File: src/hw/rtl/crcdle_pkg.sv
// Shared types and constants for the DLE/STX/ETX byte-stuffing framer.
// No dependencies; used by the front end, the back end and the top level.
`timescale 1ns / 1ps
`default_nettype none

package crcdle_pkg;

   // CRC-16/CCITT, unreflected, no final xor
   localparam logic [15:0] CRC_INIT = 16'hFFFF;
   localparam logic [15:0] CRC_POLY = 16'h1021;

   // configuration register indexes
   localparam int unsigned CSR_IDX_W = 2;
   localparam logic [CSR_IDX_W-1:0] CSR_ESCAPE    = 2'd0;
   localparam logic [CSR_IDX_W-1:0] CSR_START     = 2'd1;
   localparam logic [CSR_IDX_W-1:0] CSR_END       = 2'd2;
   localparam logic [CSR_IDX_W-1:0] CSR_CRC_ORDER = 2'd3;

   localparam logic [7:0] ESCAPE_RESET    = 8'd16;
   localparam logic [7:0] START_RESET     = 8'd2;
   localparam logic [7:0] END_RESET       = 8'd3;
   localparam logic       CRC_ORDER_RESET = 1'b1;

   // configuration seen by the back end
   typedef struct packed {
      logic [7:0] escape_code;
      logic [7:0] start_code;
      logic [7:0] end_code;
      logic       crc_high_first;
   } cfg_type;

   // work descriptor passed from front to back
   typedef struct packed {
      logic [7:0]  data_byte;
      logic        last_byte;
      logic        header;     // frame not yet open: send escape + start first
      logic [15:0] crc;        // crc including this byte
   } desc_type;

   // one output beat
   typedef struct packed {
      logic [7:0] line_byte;
      logic       run_last;
      logic       frame_end;
   } beat_type;

   // emission phases of one item, in output order
   localparam int unsigned PH_COUNT = 10;
   localparam int unsigned PH_W     = 4;

   typedef enum logic [PH_W-1:0] {
      PH_HDR_ESC = 4'd0,
      PH_HDR_STX = 4'd1,
      PH_DAT_ESC = 4'd2,
      PH_DAT     = 4'd3,
      PH_C1_ESC  = 4'd4,
      PH_C1      = 4'd5,
      PH_C2_ESC  = 4'd6,
      PH_C2      = 4'd7,
      PH_TRL_ESC = 4'd8,
      PH_TRL_END = 4'd9
   } phase_type;

endpackage

`default_nettype wire

File: src/hw/rtl/crcdle_queue.sv
// Small register-based FIFO with first-word fall-through.
// No dependencies; used for the work queue and the output stage.
`timescale 1ns / 1ps
`default_nettype none

module crcdle_queue #(
   parameter int unsigned WIDTH = 8,
   parameter int unsigned DEPTH = 2
) (
   input  wire logic             clock,
   input  wire logic             reset,
   input  wire logic             push,
   input  wire logic [WIDTH-1:0] push_data,
   output logic                  full,
   input  wire logic             pop,
   output logic [WIDTH-1:0]      pop_data,
   output logic                  empty
);

   localparam int unsigned PTR_W = (DEPTH > 1) ? $clog2(DEPTH) : 1;
   localparam int unsigned CNT_W = $clog2(DEPTH + 1);
   localparam logic [PTR_W-1:0] LAST_PTR = PTR_W'(DEPTH - 1);
   localparam logic [CNT_W-1:0] FULL_CNT = CNT_W'(DEPTH);

   logic [WIDTH-1:0] entry_ff [DEPTH];
   logic [PTR_W-1:0] wr_ptr_ff, wr_ptr_in;
   logic [PTR_W-1:0] rd_ptr_ff, rd_ptr_in;
   logic [CNT_W-1:0] count_ff, count_in;
   logic             do_push, do_pop;

   assign full     = (count_ff == FULL_CNT);
   assign empty    = (count_ff == '0);
   assign pop_data = entry_ff[rd_ptr_ff];
   assign do_push  = push && !full;
   assign do_pop   = pop && !empty;

   // pointer and fill count update
   always_comb begin
      wr_ptr_in = wr_ptr_ff;
      rd_ptr_in = rd_ptr_ff;
      count_in  = count_ff;
      if (do_push) begin
         wr_ptr_in = (wr_ptr_ff == LAST_PTR) ? '0 : wr_ptr_ff + 1'b1;
      end
      if (do_pop) begin
         rd_ptr_in = (rd_ptr_ff == LAST_PTR) ? '0 : rd_ptr_ff + 1'b1;
      end
      if (do_push && !do_pop) begin
         count_in = count_ff + 1'b1;
      end else if (do_pop && !do_push) begin
         count_in = count_ff - 1'b1;
      end
   end

   always_ff @(posedge clock) begin
      if (reset) begin
         wr_ptr_ff <= '0;
         rd_ptr_ff <= '0;
         count_ff  <= '0;
      end else begin
         wr_ptr_ff <= wr_ptr_in;
         rd_ptr_ff <= rd_ptr_in;
         count_ff  <= count_in;
      end
   end

   // storage, no reset
   always_ff @(posedge clock) begin
      if (do_push) begin
         entry_ff[wr_ptr_ff] <= push_data;
      end
   end

endmodule

`default_nettype wire

File: src/hw/rtl/crcdle_front.sv
// Front end: accepts datagram bytes, tracks frame state and the running CRC,
// and queues one work descriptor per byte. Depends on crcdle_pkg.
`timescale 1ns / 1ps
`default_nettype none

module crcdle_front (
   input  wire logic                 clock,
   input  wire logic                 reset,
   input  wire logic                 req_push,
   input  wire logic [7:0]           req_data_byte,
   input  wire logic                 req_last_byte,
   output logic                      req_full,
   output logic                      desc_push,
   output crcdle_pkg::desc_type      desc_data,
   input  wire logic                 desc_full
);

   logic [15:0] crc_ff, crc_in;
   logic        open_ff, open_in;
   logic [15:0] crc_next;
   logic        accept;

   // bytewise CRC-16/CCITT, msb first
   function automatic logic [15:0] crc_byte(input logic [15:0] crc, input logic [7:0] data);
      logic [15:0] c;
      c = crc ^ {data, 8'h00};
      for (int b = 0; b < 8; b++) begin
         c = c[15] ? ({c[14:0], 1'b0} ^ crcdle_pkg::CRC_POLY) : {c[14:0], 1'b0};
      end
      return c;
   endfunction

   assign req_full  = desc_full;
   assign accept    = req_push && !desc_full;
   assign crc_next  = crc_byte(crc_ff, req_data_byte);
   assign desc_push = accept;

   // descriptor for the accepted beat
   always_comb begin
      desc_data.data_byte = req_data_byte;
      desc_data.last_byte = req_last_byte;
      desc_data.header    = !open_ff;
      desc_data.crc       = crc_next;
   end

   // frame state: a last byte closes the frame and restarts the CRC
   always_comb begin
      crc_in  = crc_ff;
      open_in = open_ff;
      if (accept) begin
         if (req_last_byte) begin
            crc_in  = crcdle_pkg::CRC_INIT;
            open_in = 1'b0;
         end else begin
            crc_in  = crc_next;
            open_in = 1'b1;
         end
      end
   end

   always_ff @(posedge clock) begin
      if (reset) begin
         crc_ff  <= crcdle_pkg::CRC_INIT;
         open_ff <= 1'b0;
      end else begin
         crc_ff  <= crc_in;
         open_ff <= open_in;
      end
   end

endmodule

`default_nettype wire

File: src/hw/rtl/crcdle_back.sv
// Back end: walks the emission phases the head descriptor needs, one output beat
// per cycle while the output queue has room. Depends on crcdle_pkg.
`timescale 1ns / 1ps
`default_nettype none

module crcdle_back (
   input  wire logic                 clock,
   input  wire logic                 reset,
   input  wire crcdle_pkg::cfg_type  cfg,
   input  wire crcdle_pkg::desc_type desc,
   input  wire logic                 desc_empty,
   output logic                      desc_pop,
   output logic                      out_push,
   output crcdle_pkg::beat_type      out_data,
   input  wire logic                 out_full
);

   crcdle_pkg::phase_type phase_ff, phase_in, cur_ph;

   logic [crcdle_pkg::PH_COUNT-1:0] needed;
   logic [crcdle_pkg::PH_W-1:0]     cur_idx, next_idx;
   logic                            cur_found, next_found;
   logic [7:0]                      c1_byte, c2_byte;
   logic                            go;

   assign c1_byte = cfg.crc_high_first ? desc.crc[15:8] : desc.crc[7:0];
   assign c2_byte = cfg.crc_high_first ? desc.crc[7:0]  : desc.crc[15:8];

   // phases this item produces
   always_comb begin
      needed                         = '0;
      needed[crcdle_pkg::PH_HDR_ESC] = desc.header;
      needed[crcdle_pkg::PH_HDR_STX] = desc.header;
      needed[crcdle_pkg::PH_DAT_ESC] = (desc.data_byte == cfg.escape_code);
      needed[crcdle_pkg::PH_DAT]     = 1'b1;
      needed[crcdle_pkg::PH_C1_ESC]  = desc.last_byte && (c1_byte == cfg.escape_code);
      needed[crcdle_pkg::PH_C1]      = desc.last_byte;
      needed[crcdle_pkg::PH_C2_ESC]  = desc.last_byte && (c2_byte == cfg.escape_code);
      needed[crcdle_pkg::PH_C2]      = desc.last_byte;
      needed[crcdle_pkg::PH_TRL_ESC] = desc.last_byte;
      needed[crcdle_pkg::PH_TRL_END] = desc.last_byte;
   end

   // current phase: first needed at or after the saved one; then the one after
   always_comb begin
      cur_idx    = '0;
      cur_found  = 1'b0;
      next_idx   = '0;
      next_found = 1'b0;
      for (int i = 0; i < crcdle_pkg::PH_COUNT; i++) begin
         if (!cur_found && needed[i] && (crcdle_pkg::PH_W'(i) >= phase_ff)) begin
            cur_idx   = crcdle_pkg::PH_W'(i);
            cur_found = 1'b1;
         end
      end
      for (int i = 0; i < crcdle_pkg::PH_COUNT; i++) begin
         if (!next_found && needed[i] && (crcdle_pkg::PH_W'(i) > cur_idx)) begin
            next_idx   = crcdle_pkg::PH_W'(i);
            next_found = 1'b1;
         end
      end
      cur_ph = crcdle_pkg::phase_type'(cur_idx);
   end

   // next state and beat output
   always_comb begin
      go       = !desc_empty && !out_full;
      out_push = go;
      desc_pop = go && !next_found;
      phase_in = phase_ff;
      if (go) begin
         phase_in = next_found ? crcdle_pkg::phase_type'(next_idx) : crcdle_pkg::PH_HDR_ESC;
      end

      out_data.run_last  = !next_found;
      out_data.frame_end = (cur_ph == crcdle_pkg::PH_TRL_END);
      unique case (cur_ph)
         crcdle_pkg::PH_HDR_STX: out_data.line_byte = cfg.start_code;
         crcdle_pkg::PH_DAT:     out_data.line_byte = desc.data_byte;
         crcdle_pkg::PH_C1:      out_data.line_byte = c1_byte;
         crcdle_pkg::PH_C2:      out_data.line_byte = c2_byte;
         crcdle_pkg::PH_TRL_END: out_data.line_byte = cfg.end_code;
         default:                out_data.line_byte = cfg.escape_code;
      endcase
   end

   always_ff @(posedge clock) begin
      if (reset) begin
         phase_ff <= crcdle_pkg::PH_HDR_ESC;
      end else begin
         phase_ff <= phase_in;
      end
   end

endmodule

`default_nettype wire

File: src/hw/rtl/crc16_dle_stuffing_framer_core.sv
// Top level of the DLE/STX/ETX framer with CRC-16/CCITT trailer.
// Depends on crcdle_pkg, crcdle_queue, crcdle_front, crcdle_back.
//
// Usage:
//   req_*  : one datagram byte per beat, req_last_byte marks the final byte.
//            A beat is taken when req_push is high and req_full is low.
//   rsp_*  : framed, stuffed line bytes. The oldest byte sits on the rsp_
//            ports while rsp_empty is low; rsp_pop takes it.
//   csr_*  : register writes (index, data), always ready; write only idle.
// Path: a taken beat is registered in the work queue; the back end then writes
//   its line bytes into the output queue, whose head drives the rsp_ ports.
// Throughput: one line byte per cycle while the output queue has room; a beat
//   produces 1 to 10 line bytes (1 or 2 for a payload byte inside a frame),
//   emitted in turn by the back-end sequencer.
// New beats are taken while earlier ones are still being emitted, as long as
//   the work queue (QUEUE_DEPTH entries) has room.
// Reset: registers return to escape 16, start 2, end 3, CRC high byte first;
//   queues empty, no frame open, CRC at 0xFFFF.
// Stall: when rsp_pop stays low the output queue fills, the back end holds,
//   the work queue fills and req_full rises; nothing is lost.
`timescale 1ns / 1ps
`default_nettype none

module crc16_dle_stuffing_framer_core #(
   parameter int unsigned QUEUE_DEPTH = 2,
   parameter int unsigned OUT_DEPTH   = 2
) (
   input  wire logic                             clock,
   input  wire logic                             reset,
   // input channel
   input  wire logic                             req_push,
   output logic                                  req_full,
   input  wire logic [7:0]                       req_data_byte,
   input  wire logic                             req_last_byte,
   // result channel
   output logic                                  rsp_empty,
   input  wire logic                             rsp_pop,
   output logic [7:0]                            rsp_line_byte,
   output logic                                  rsp_run_last,
   output logic                                  rsp_frame_end,
   // configuration
   input  wire logic                             csr_valid,
   output logic                                  csr_ready,
   input  wire logic [crcdle_pkg::CSR_IDX_W-1:0] csr_index,
   input  wire logic [7:0]                       csr_wdata
);

   localparam int unsigned DESC_W = $bits(crcdle_pkg::desc_type);
   localparam int unsigned BEAT_W = $bits(crcdle_pkg::beat_type);

   crcdle_pkg::cfg_type  cfg_ff, cfg_in;
   crcdle_pkg::desc_type desc_wr, desc_rd;
   crcdle_pkg::beat_type beat_wr, beat_rd;

   logic              desc_push, desc_full, desc_pop, desc_empty;
   logic              out_push, out_full;
   logic [DESC_W-1:0] desc_rd_bits;
   logic [BEAT_W-1:0] beat_rd_bits;

   // configuration registers
   assign csr_ready = 1'b1;

   always_comb begin
      cfg_in = cfg_ff;
      if (csr_valid) begin
         unique case (csr_index)
            crcdle_pkg::CSR_ESCAPE:    cfg_in.escape_code    = csr_wdata;
            crcdle_pkg::CSR_START:     cfg_in.start_code     = csr_wdata;
            crcdle_pkg::CSR_END:       cfg_in.end_code       = csr_wdata;
            crcdle_pkg::CSR_CRC_ORDER: cfg_in.crc_high_first = csr_wdata[0];
            default:                   cfg_in = cfg_ff;
         endcase
      end
   end

   always_ff @(posedge clock) begin
      if (reset) begin
         cfg_ff.escape_code    <= crcdle_pkg::ESCAPE_RESET;
         cfg_ff.start_code     <= crcdle_pkg::START_RESET;
         cfg_ff.end_code       <= crcdle_pkg::END_RESET;
         cfg_ff.crc_high_first <= crcdle_pkg::CRC_ORDER_RESET;
      end else begin
         cfg_ff <= cfg_in;
      end
   end

   // front end: classify and CRC
   crcdle_front u_front (
      .clock         (clock),
      .reset         (reset),
      .req_push      (req_push),
      .req_data_byte (req_data_byte),
      .req_last_byte (req_last_byte),
      .req_full      (req_full),
      .desc_push     (desc_push),
      .desc_data     (desc_wr),
      .desc_full     (desc_full)
   );

   // work queue between front and back
   crcdle_queue #(
      .WIDTH (DESC_W),
      .DEPTH (QUEUE_DEPTH)
   ) u_work_q (
      .clock     (clock),
      .reset     (reset),
      .push      (desc_push),
      .push_data (desc_wr),
      .full      (desc_full),
      .pop       (desc_pop),
      .pop_data  (desc_rd_bits),
      .empty     (desc_empty)
   );

   assign desc_rd = crcdle_pkg::desc_type'(desc_rd_bits);

   // back end: byte sequencer
   crcdle_back u_back (
      .clock      (clock),
      .reset      (reset),
      .cfg        (cfg_ff),
      .desc       (desc_rd),
      .desc_empty (desc_empty),
      .desc_pop   (desc_pop),
      .out_push   (out_push),
      .out_data   (beat_wr),
      .out_full   (out_full)
   );

   // output stage
   crcdle_queue #(
      .WIDTH (BEAT_W),
      .DEPTH (OUT_DEPTH)
   ) u_out_q (
      .clock     (clock),
      .reset     (reset),
      .push      (out_push),
      .push_data (beat_wr),
      .full      (out_full),
      .pop       (rsp_pop),
      .pop_data  (beat_rd_bits),
      .empty     (rsp_empty)
   );

   assign beat_rd       = crcdle_pkg::beat_type'(beat_rd_bits);
   assign rsp_line_byte = beat_rd.line_byte;
   assign rsp_run_last  = beat_rd.run_last;
   assign rsp_frame_end = beat_rd.frame_end;

endmodule

`default_nettype wire
File: config.mk
export PLATFORM = sky130hd
export DESIGN_NAME = crc16_dle_stuffing_framer_core
export DESIGN_NICKNAME = d
export VERILOG_FILES = /design/src/hw/rtl/crcdle_pkg.sv /design/src/hw/rtl/crcdle_queue.sv /design/src/hw/rtl/crcdle_front.sv /design/src/hw/rtl/crcdle_back.sv /design/src/hw/rtl/crc16_dle_stuffing_framer_core.sv
export SDC_FILE = /design/constraint.sdc
export NUM_CORES = 1
export LEC_CHECK = 0
export ABC_AREA = 1
export BUFFER_PORTS_ARGS = -buffer_cell sky130_fd_sc_hd__buf_2
export CAP_MARGIN = 20
export CORE_UTILIZATION = 50
export DETAILED_ROUTE_END_ITERATION = 12
export PLACE_DENSITY = 0.73
export SYNTH_ARGS = -nofsm -noshare
export SYNTH_HDL_FRONTEND = slang
export SYNTH_SLANG_ARGS = --single-unit
File: constraint.sdc
create_clock -name clock -period 3.1 [get_ports clock]
set_input_delay 0.31 -clock clock [delete_from_list [all_inputs] [get_ports clock]]
set_output_delay 0.31 -clock clock [all_outputs]
set_load 0.05 [all_outputs]
==> results.json, run 1 <==
{
  "outcome": "finished clean",
  "post_synth_inst_count": 693,
  "mappedNetlistArea_sq_mm": 0.00616,
  "combined_flip_flop_and_latch_cell_area_sq_mm": 0.00329,
  "portion_of_the_post_synthesis_area_used_by_sequential_elements_pct": 53.3,
  "report.power.total_mw": 7.79,
  "hpwl_mm": 10.2,
  "grt.total_usage_pct": 23.6,
  "setup.worst_path.end_class": "flop",
  "ys_top_cells_by_area": "edfxtp_1, dfxtp_1, nand2_1, nand3_1, nor2_1",
  "yosysUniqueCellTypes": 40,
  "globalplace.congestion": 0.923,
  "ant_nets_after_route": 0,
  "fillerInstances": 951,
  "final_common_cell": "nand2_1",
  "timing.critical_path.from_type": "flop",
  "finalWirelength_mm": 14.3,
  "critical_path_required_ns": 3.40,
  "n_antenna_cell": 0,
  "reg2reg_capture_point": "u_work_q.count_ff[1]",
  "timing_worst_slew_pin_value_ns": 0.847,
  "dr.pass1.iters": 5,
  "avgSynthCellArea_sq_um": 8.89,
  "hold_path_startpoint": "req_data_byte[2]",
  "grt_remaining_overflow": 0,
  "ctsRootBufferMaster": "clkbuf_16",
  "finalNonFillerCells": 947,
  "synthesis.yosys.warnings": 0,
  "holdPathStages": 1,
  "timing.slew.headroom_pct": 43.3,
  "top_level_ports": 37,
  "dominantRegCellSynth": "edfxtp_1",
  "multi_input_area_sq_mm": 0.00277,
  "path_class": "reg2reg",
  "port_buffers": 35,
  "cts_made_buffers": 17,
  "power_per_cell_area_mw_per_mm2": 1010,
  "antenna_found_initial": 0,
  "synthesis.nets": 719,
  "min_delay_worst_endpoint": "u_work_q.entry_ff[0][20]",
  "maxSlewViolCount": 0,
  "route.vias.total": 5029,
  "synthDominantAreaCellType": "edfxtp_1",
  "report.final.setup_viol": 0,
  "post_drt_via_cell_ratio": 5.31,
  "placeableCoreArea_sq_mm": 0.0120,
  "clock_tree_from_tritoncts": "built",
  "async_flop_share_pct": 0,
  "flow.area_growth_from_synthesis_pct": 24.9,
  "clock_skew_ns": 0.0104,
  "most-common-layout-cells": "nand2_1, edfxtp_1, buf_4",
  "final_layout_size_suffix_gt1_share_pct": 27.6,
  "rows": 40,
  "via_count_of_the_first_global_routing_pass": 4760,
  "worst_r2r_path_depth": 27,
  "synth_enable_flop_cells": 72,
  "ys_ff_latch": 128,
  "clock_sinks": 128,
  "hold_path.class": "in2reg",
  "rrSetupSlack_ns": 0.02,
  "die_area_sq_mm": 0.0128,
  "total_leakage_power_nw": 3.16,
  "yosysTopAreaCellShare_pct": 35.1,
  "initial_core_util_pct": 51.3,
  "cp_data_arrival_time_ns": 3.38,
  "worst-path-max-fanout": 13,
  "hold_viol": 0,
  "post-route-drc-count": 0,
  "rsz0062_at_grt": "yes",
  "grt_first_pass_wirelength_mm": 23.1,
  "h-tree-depth": 4,
  "final_min_period_over_clock_period_pct": 99.3,
  "ir_drop_uv": 425,
  "clk_pin_slew_worst_paths_ns": 0.06,
  "clk_latency_ns": 0.42,
  "clock_path_buffers": 2,
  "wl_per_cell_um": 15.1,
  "dieWidth_um": 113,
  "layout.nets": 813,
  "fp.dieH_um": 113,
  "cap_viol_max_count": 0,
  "minimum_clock_period_after_layout_ns": 3.08,
  "first_iteration_detailed_routing_drc_count": 353,
  "total_placed_cells_including_tap_cells": 893,
  "grt_max_degree": 28,
  "fmax_ghz": 0.325
}
## critical path: stages (launching register included)
cell,delay [ns]
dfxtp_4,0.39
buf_12,0.14
nand2_2,0.06
buf_4,0.13
nand3_2,0.08
nand2_1,0.05
nand2_1,0.07
nand2_1,0.06
nor2_1,0.09
nand2_1,0.10
nor2_2,0.15
nand3_2,0.15
nand3_2,0.15
nand2_1,0.07
nor2_1,0.12
nand2_2,0.07
nor2_4,0.11
nand2_4,0.06
nand3_2,0.07
nor2_4,0.04
nand2_2,0.09
nor2_4,0.04
nand2_2,0.08
ha_4,0.22
a21oi_1,0.10
o21ai_1,0.10
o21ai_1,0.12
a21oi_1,0.05
## cells in the mapped netlist (12+ instances only)
cell / n
nand2_1: 181
edfxtp_1: 72
nor2_1: 62
dfxtp_1: 56
nand3_1: 52
inv_1: 46
o21ai_0: 43
a21oi_1: 27
xor2_1: 21
o22ai_1: 17
xnor2_1: 16
clkbuf_1: 12
## final cells by class
cell class,count,area share (%)
sequential,128,42.7
timing repair buffer,97,9.25
inverter,53,2.65
multi-input combinational,490,36.0
clock buffer,21,5.85
tap,147,2.39
clock inverter,11,1.09
## logic make-up (layout without fill, tap and decap cells)
family	after synthesis	after routing	synth area share, %
compound gates	104	104	9.48
xor+xnor	37	37	5.26
fa+ha+maj	2	2	0.406
buf+inv	75	182	5.50
flops	128	128	53.3
mux	10	10	1.83
other cells	1	1	0.0609
simple gates	336	336	24.2
## repair_timing
action	in CTS	in global routing
setup buffers	16	4
pin swaps	11	12
gates cloned	1	2
resized for setup	29	39
setup endpoints to repair	4	19
hold buffers	0	0
## registers in the layout (all words and copies together), names as in the netlist, 2 cells and up, named ones only
signal / flops
u_front.crc_ff: 16
u_out_q.entry_ff: 20
u_work_q.entry_ff: 52
u_out_q.count_ff: 2
u_back.phase_ff: 4
cfg_ff: 25
u_work_q.count_ff: 2
## layer usage
layer | vias to the layer above | global-route usage (%) | share of wire [%]
met3 | 36 | 4.98 | 4.8
met2 | 146 | 38.0 | 47
met1 | 2317 | 29.7 | 46
li1 | 2530 | - | -
met5 | - | 0 | 0
met4 | 0 | 13.3 | 2.8
## stage by stage
stage	utilization, %	cell area (sq um)	hold WS (ns)	setup TNS, ns	worst slack, ns
2_1_floorplan	-	6160	0.409	0	0.157
3_3_place_gp	56.0	6730	0.446	-0.160	-0.148
3_5_place_dp	56.0	6730	0.452	-0.292	-0.210
4_1_cts	62.6	7520	0.0933	0	0.000564
5_1_grt	64.1	7690	0.104	-0.279	-0.157
6_report	64.1	7690	0.103	0	0.0216
## worst max path at each step
stage | endpoint | depth (start not counted) | slack, ns | from
6_report | u_work_q.count_ff[1] | 27 | 0.02 | flop
5_1_grt | u_work_q.count_ff[1] | 25 | -0.16 | flop
4_1_cts | u_work_q.count_ff[1] | 27 | 0.0006 | flop
3_5_place_dp | u_work_q.count_ff[1] | 24 | -0.21 | flop
3_3_place_gp | u_work_q.count_ff[1] | 25 | -0.15 | flop
2_1_floorplan | u_work_q.count_ff[1] | 24 | 0.16 | cfg_ff[0]
## report_power, final
part	total (mW)	internal, mW	switching (mW)
Clock	1.79	1.05	0.740
Combinational	3.49	1.32	2.17
Sequential	2.51	2.33	0.186
(Power assumes the default switching activity.)
==> run 2: changes to the inputs <==
PLACE_DENSITY = 0.71   (was 0.73)
clock period = 3.7 ns   (was 3.1 ns; I/O delays follow)
==> results.json, run 2 (synthesized netlist as in run 1, its figures left out) <==
{
  "n_antenna_cell": 0,
  "finalWirelength_mm": 13.8,
  "postCtsSetupBuffers": 0,
  "ir_drop_uv": 378,
  "hold_viol": 0,
  "timing.critical_path.slowest_cell_delay_ns": 0.42,
  "h-tree-depth": 4,
  "clk_pin_slew_worst_paths_ns": 0.05,
  "cap_viol_max_count": 0,
  "final_min_period_over_clock_period_pct": 91.7,
  "die_area_sq_mm": 0.0128,
  "ctsRootBufferMaster": "clkbuf_16",
  "worst-path-max-fanout": 17,
  "fp.dieH_um": 113,
  "antenna_found_initial": 0,
  "initial_core_util_pct": 51.3,
  "dieWidth_um": 113,
  "fmax_ghz": 0.295,
  "grt.total_usage_pct": 23.0,
  "top_level_ports": 37,
  "report.final.setup_viol": 0,
  "maxSlewViolCount": 0,
  "final_common_cell": "nand2_1",
  "critical_path.startpoint": "cfg_ff[0]",
  "grt_first_pass_wirelength_mm": 22.4,
  "grt_remaining_overflow": 0,
  "timing.critical_path.depth": 25,
  "dr.pass1.iters": 7,
  "power_per_cell_area_mw_per_mm2": 861,
  "clock_path_buffers": 2,
  "layout.nets": 760,
  "port_buffers": 35,
  "setup.worst_path.end_class": "flop",
  "timing.critical_path.from_type": "flop",
  "hpwl_mm": 9.88,
  "total_leakage_power_nw": 2.86,
  "fillerInstances": 1045,
  "wl_per_cell_um": 15.4,
  "final_layout_size_suffix_gt1_share_pct": 15.3,
  "regToRegStartpoint": "cfg_ff[0]",
  "post_drt_via_cell_ratio": 5.43,
  "via_count_of_the_first_global_routing_pass": 4526,
  "minimum_clock_period_after_layout_ns": 3.39,
  "ant_nets_after_route": 0,
  "timing.critical_path.slowest_stage_cell": "dfxtp_1",
  "grt_max_degree": 31,
  "timing.hold.ws_ns": 0.147,
  "registers_with_the_most_flip_flops": "u_work_q.entry_ff (52), cfg_ff (25), u_out_q.entry_ff (20)",
  "first_iteration_detailed_routing_drc_count": 345,
  "globalplace.congestion": 0.921,
  "route.vias.total": 4857,
  "rsz0062_at_grt": "no",
  "cp_data_arrival_time_ns": 3.70,
  "worst_path_bufs_invs": 1,
  "hold_path.class": "in2reg",
  "timing_worst_slew_pin_value_ns": 0.933,
  "finalSetupTns_ns": 0,
  "setup_slack_ns": 0.308,
  "most-common-layout-cells": "nand2_1, edfxtp_1, nor2_1",
  "cts_made_buffers": 17,
  "holdPathStages": 1,
  "final_core_util_pct": 58.7,
  "report.power.total_mw": 6.07,
  "outcome": "finished clean",
  "worst_path_most_repeated_cell": "nand2_1",
  "clock_tree_from_tritoncts": "built",
  "clk_latency_ns": 0.42,
  "worst_r2r_path_depth": 25,
  "placeableCoreArea_sq_mm": 0.0120,
  "clock_skew_ns": 0.00672,
  "gate_family_responsible_for_the_most_delay_along_the_worst_path": "simple AND/OR/NAND/NOR gates",
  "largest_register_ffs": 52,
  "timing.slew.headroom_pct": 37.6,
  "rows": 40,
  "post-route-drc-count": 0,
  "path_class": "reg2reg",
  "critical_path_required_ns": 4.01,
  "largest-register": "u_work_q.entry_ff",
  "ctsHoldBuffers": 0,
  "pre_cts_slack_ns": 0.0954,
  "hold_path_startpoint": "req_last_byte",
  "clock_sinks": 128,
  "flow.area_growth_from_synthesis_pct": 14.4
}
==> run 2: changes by cell type in the layout (fill, tap and decap cells not counted), moves of 5 or more <==
| cell | change |
|---|---|
| buf_4 | -49 |
| nand3_2 | -13 |
| nand2_1 | +25 |
| nand2_2 | -23 |
| nor2_1 | +5 |
| nand3_1 | +14 |
==> run 2: stage by stage <==
stage / cells / area, sq um
global route: 894 / 7050
detailed placement: 862 / 6460
finish: 894 / 7050
floorplan: 693 / 6160
global placement: 862 / 6460
CTS: 894 / 7010
==> run 2: final timing paths <==
check	to	slack (ns)
worst max register to register	u_work_q.count_ff[1]	0.31
worst min register to register	flop	0.48
worst max-delay path	u_work_q.count_ff[1]	0.31
worst min-delay path	u_work_q.entry_ff[1][17]	0.15
==> run 2: repair_timing <==
item                                    CTS  global route
hold endpoints to repair                  0             0
endpoints found under the setup margin    0             2
resized for setup                         0            12
==> run 2: report_power, final <==
group          total, mW  internal [mW]  switching, mW
Clock               1.57          0.983          0.591
Combinational       2.41          0.747           1.66
Sequential          2.09           1.95          0.141
==> run 2: layout make-up <==
class / count / area, sq um / area share [%]
Tap cell: 147 / 184 / 2.61
Clock buffer: 21 / 440 / 6.25
Clock inverter: 11 / 118 / 1.67
Multi-Input combinational cell: 490 / 2560 / 36.3
Sequential cell: 128 / 3280 / 46.6
Timing Repair Buffer: 44 / 259 / 3.67
Inverter: 53 / 206 / 2.93
==> run 2: worst register-to-register path, stage by stage (launching register included) <==
cell and delay, ns:
dfxtp_1 0.42, buf_6 0.20, nand3_1 0.14, nand2_1 0.12, nand2_1 0.06, nand2_1 0.09
nor2_1 0.05, nand2_1 0.07, nor2_2 0.05, nand3_2 0.08, nand2_1 0.08, nor2_4 0.19
nand2_4 0.15, nand2_1 0.16, nand2_4 0.07, nand2_4 0.08, nand3_2 0.06, nor2_2 0.13
nand2_2 0.08, nor2_4 0.15, nand2_1 0.09, ha_1 0.31, a21oi_1 0.11, o21ai_0 0.12
o21ai_0 0.16, a21oi_1 0.05
==> run 2: layer usage <==
layer,global-route usage (%),wire [um],vias to the layer above
met2,37.3,6470,143
li1,-,-,2426
met5,0,0,-
met3,5.68,730,17
met4,9.12,238,0
met1,29.5,6370,2271
==> run 3: changes to the inputs <==
RECOVER_POWER = 50   (was unset)
==> results.json, run 3 (synthesized netlist as in run 1, its figures left out) <==
{
  "dr.pass1.iters": 5,
  "clock_path_buffers": 2,
  "min_delay_worst_endpoint": "u_work_q.entry_ff[1][17]",
  "ant_nets_after_route": 0,
  "cp_data_arrival_time_ns": 3.69,
  "ctsRootBufferMaster": "clkbuf_16",
  "h-tree-depth": 4,
  "via_count_of_the_first_global_routing_pass": 4526,
  "timing.critical_path.slowest_stage_cell": "dfxtp_2",
  "hold_path.class": "in2reg",
  "registers_with_the_most_flip_flops": "u_work_q.entry_ff (52), cfg_ff (25), u_out_q.entry_ff (20)",
  "setup.worst_path.end_class": "flop",
  "finalWirelength_mm": 13.8,
  "total_leakage_power_nw": 2.82,
  "wl_per_cell_um": 15.5,
  "power_per_cell_area_mw_per_mm2": 864,
  "clock_skew_ns": 0.00678,
  "most-common-layout-cells": "nand2_1, edfxtp_1, nor2_1",
  "dieWidth_um": 113,
  "grt.total_usage_pct": 23.0,
  "timing_worst_slew_pin_value_ns": 1.59,
  "worst_r2r_path_depth": 20,
  "final_layout_size_suffix_gt1_share_pct": 13.3,
  "rsz0062_at_grt": "no",
  "grt_remaining_overflow": 0,
  "fp.dieH_um": 113,
  "fillerInstances": 1056,
  "post-route-drc-count": 0,
  "largest-register": "u_work_q.entry_ff",
  "flow.area_growth_from_synthesis_pct": 14.0,
  "finalNonFillerCells": 894,
  "port_buffers": 35,
  "timing.critical_path.slowest_cell_delay_ns": 0.39,
  "hold_viol": 0,
  "critical_path_required_ns": 4.01,
  "largest_register_ffs": 52,
  "worst_path_most_repeated_cell": "nand2_1",
  "antenna_found_initial": 0,
  "total_placed_cells_including_tap_cells": 862,
  "layout.nets": 760,
  "maxSlewViolCount": 28,
  "reg2reg_capture_point": "u_work_q.count_ff[1]",
  "clock_sinks": 128,
  "final_min_period_over_clock_period_pct": 91.3,
  "hold_path_startpoint": "req_last_byte",
  "grt_max_degree": 31,
  "rows": 40,
  "combined_flip_flop_and_latch_cell_area_sq_mm": 0.00328,
  "hpwl_mm": 9.88,
  "die_area_sq_mm": 0.0128,
  "initial_core_util_pct": 51.3,
  "first_iteration_detailed_routing_drc_count": 347,
  "placeableCoreArea_sq_mm": 0.0120,
  "fmax_ghz": 0.296,
  "final_common_cell": "nand2_1",
  "globalplace.congestion": 0.921,
  "outcome": "complete, but fails checks",
  "timing.slew.headroom_pct": -6.09,
  "worst_path_bufs_invs": 2,
  "path_class": "reg2reg",
  "report.power.total_mw": 6.07,
  "timing.hold.ws_ns": 0.175,
  "timing.critical_path.cells": "buf_12 -> nand2_1 -> nand2_1 -> xor2_1 -> nand2_1 -> nor3_1 -> nand4_1 -> nand2_1 -> clkinv_1 -> nand3_1 -> nand3_2 -> nor2_2 -> nand2_2 -> nor2_4 -> nand2_1 -> ha_1 -> a21oi_1 -> o21ai_0 -> o21ai_0 -> a21oi_1",
  "clock_tree_from_tritoncts": "built",
  "final_design_area_no_fill_sq_mm": 0.00703,
  "rrSetupSlack_ns": 0.32,
  "n_antenna_cell": 0,
  "top_level_ports": 37,
  "report.final.setup_viol": 0,
  "gate_family_responsible_for_the_most_delay_along_the_worst_path": "simple AND/OR/NAND/NOR gates",
  "post_drt_via_cell_ratio": 5.45,
  "dpl-instance-area_sq_mm": 0.00646,
  "finalSetupTns_ns": 0,
  "timing.critical_path.from_type": "flop",
  "failed_checks": "capacitance limit, slew limit",
  "clk_latency_ns": 0.42,
  "worst-path-max-fanout": 28,
  "ir_drop_uv": 380,
  "minimum_clock_period_after_layout_ns": 3.38,
  "clk_pin_slew_worst_paths_ns": 0.05,
  "holdPathStages": 1,
  "route.vias.total": 4875,
  "cap_viol_max_count": 2,
  "multi_input_area_sq_mm": 0.00256,
  "grt_first_pass_wirelength_mm": 22.4,
  "cts_made_buffers": 17
}
-- run 3: cell count changes in the layout (fill, tap and decap cells not counted), sizes merged --
| cell | before | now |
|---|---|---|
| buf | 44 | 29 |
| clkbuf | 21 | 36 |
-- run 3: stage by stage --
| stage | util, % | setup slack [ns] |
|---|---|---|
| detailed placement | 53.8 | 0.0954 |
| global placement | 53.8 | 0.252 |
| floorplan | - | 0.757 |
| CTS | 58.4 | 0.0754 |
| finish | 58.5 | 0.321 |
| global route | 58.5 | 0.00626 |
-- run 3: worst max-delay path by stage --
| stage | endpoint | cells past startpoint | start | slack, ns |
|---|---|---|---|---|
| finish | u_work_q.count_ff[1] | 20 | flop | 0.32 |
| global route | u_work_q.count_ff[1] | 25 | cfg_ff[0] | 0.006 |
| CTS | u_work_q.count_ff[1] | 24 | flop | 0.08 |
| detailed placement | u_work_q.count_ff[1] | 24 | flop | 0.1 |
| global placement | u_work_q.count_ff[1] | 24 | flop | 0.25 |
| floorplan | u_work_q.count_ff[1] | 24 | cfg_ff[0] | 0.76 |
-- run 3: worst register-to-register path, cell delays in order, from the launching register on --
cell and delay (ns):
dfxtp_2 0.39, buf_12 0.19, nand2_1 0.08, nand2_1 0.14
xor2_1 0.18, nand2_1 0.06, nor3_1 0.33, nand4_1 0.17
nand2_1 0.13, clkinv_1 0.11, nand3_1 0.18, nand3_2 0.11
nor2_2 0.13, nand2_2 0.08, nor2_4 0.14, nand2_1 0.09
ha_1 0.31, a21oi_1 0.11, o21ai_0 0.12, o21ai_0 0.16
a21oi_1 0.06
-- run 3: what timing repair did --
action                     in CTS  in global routing
hold buffers                    0                  0
setup endpoints to repair       0                  2
setup buffers                   0                  0
resized for setup               0                 12
-- run 3: power by group --
group | switching [mW] | internal (mW)
clock network | 0.594 | 0.983
registers | 0.141 | 1.95
logic | 1.66 | 0.738
-- run 3: cell type report --
class | count | area share, %
Sequential cell | 128 | 46.7
Tap cell | 147 | 2.62
Multi-Input combinational cell | 490 | 36.4
Clock inverter | 11 | 1.67
Clock buffer | 21 | 6.27
Inverter | 53 | 2.94
Timing Repair Buffer | 44 | 3.31
-- run 3: per-layer routing --
metal	vias to the layer above	global-route usage (%)	share of wire (%)
li1	2430	-	-
met3	17	5.68	5.1
met2	136	37.3	47
met5	-	0	0
met1	2292	29.5	46
met4	0	9.12	1.7
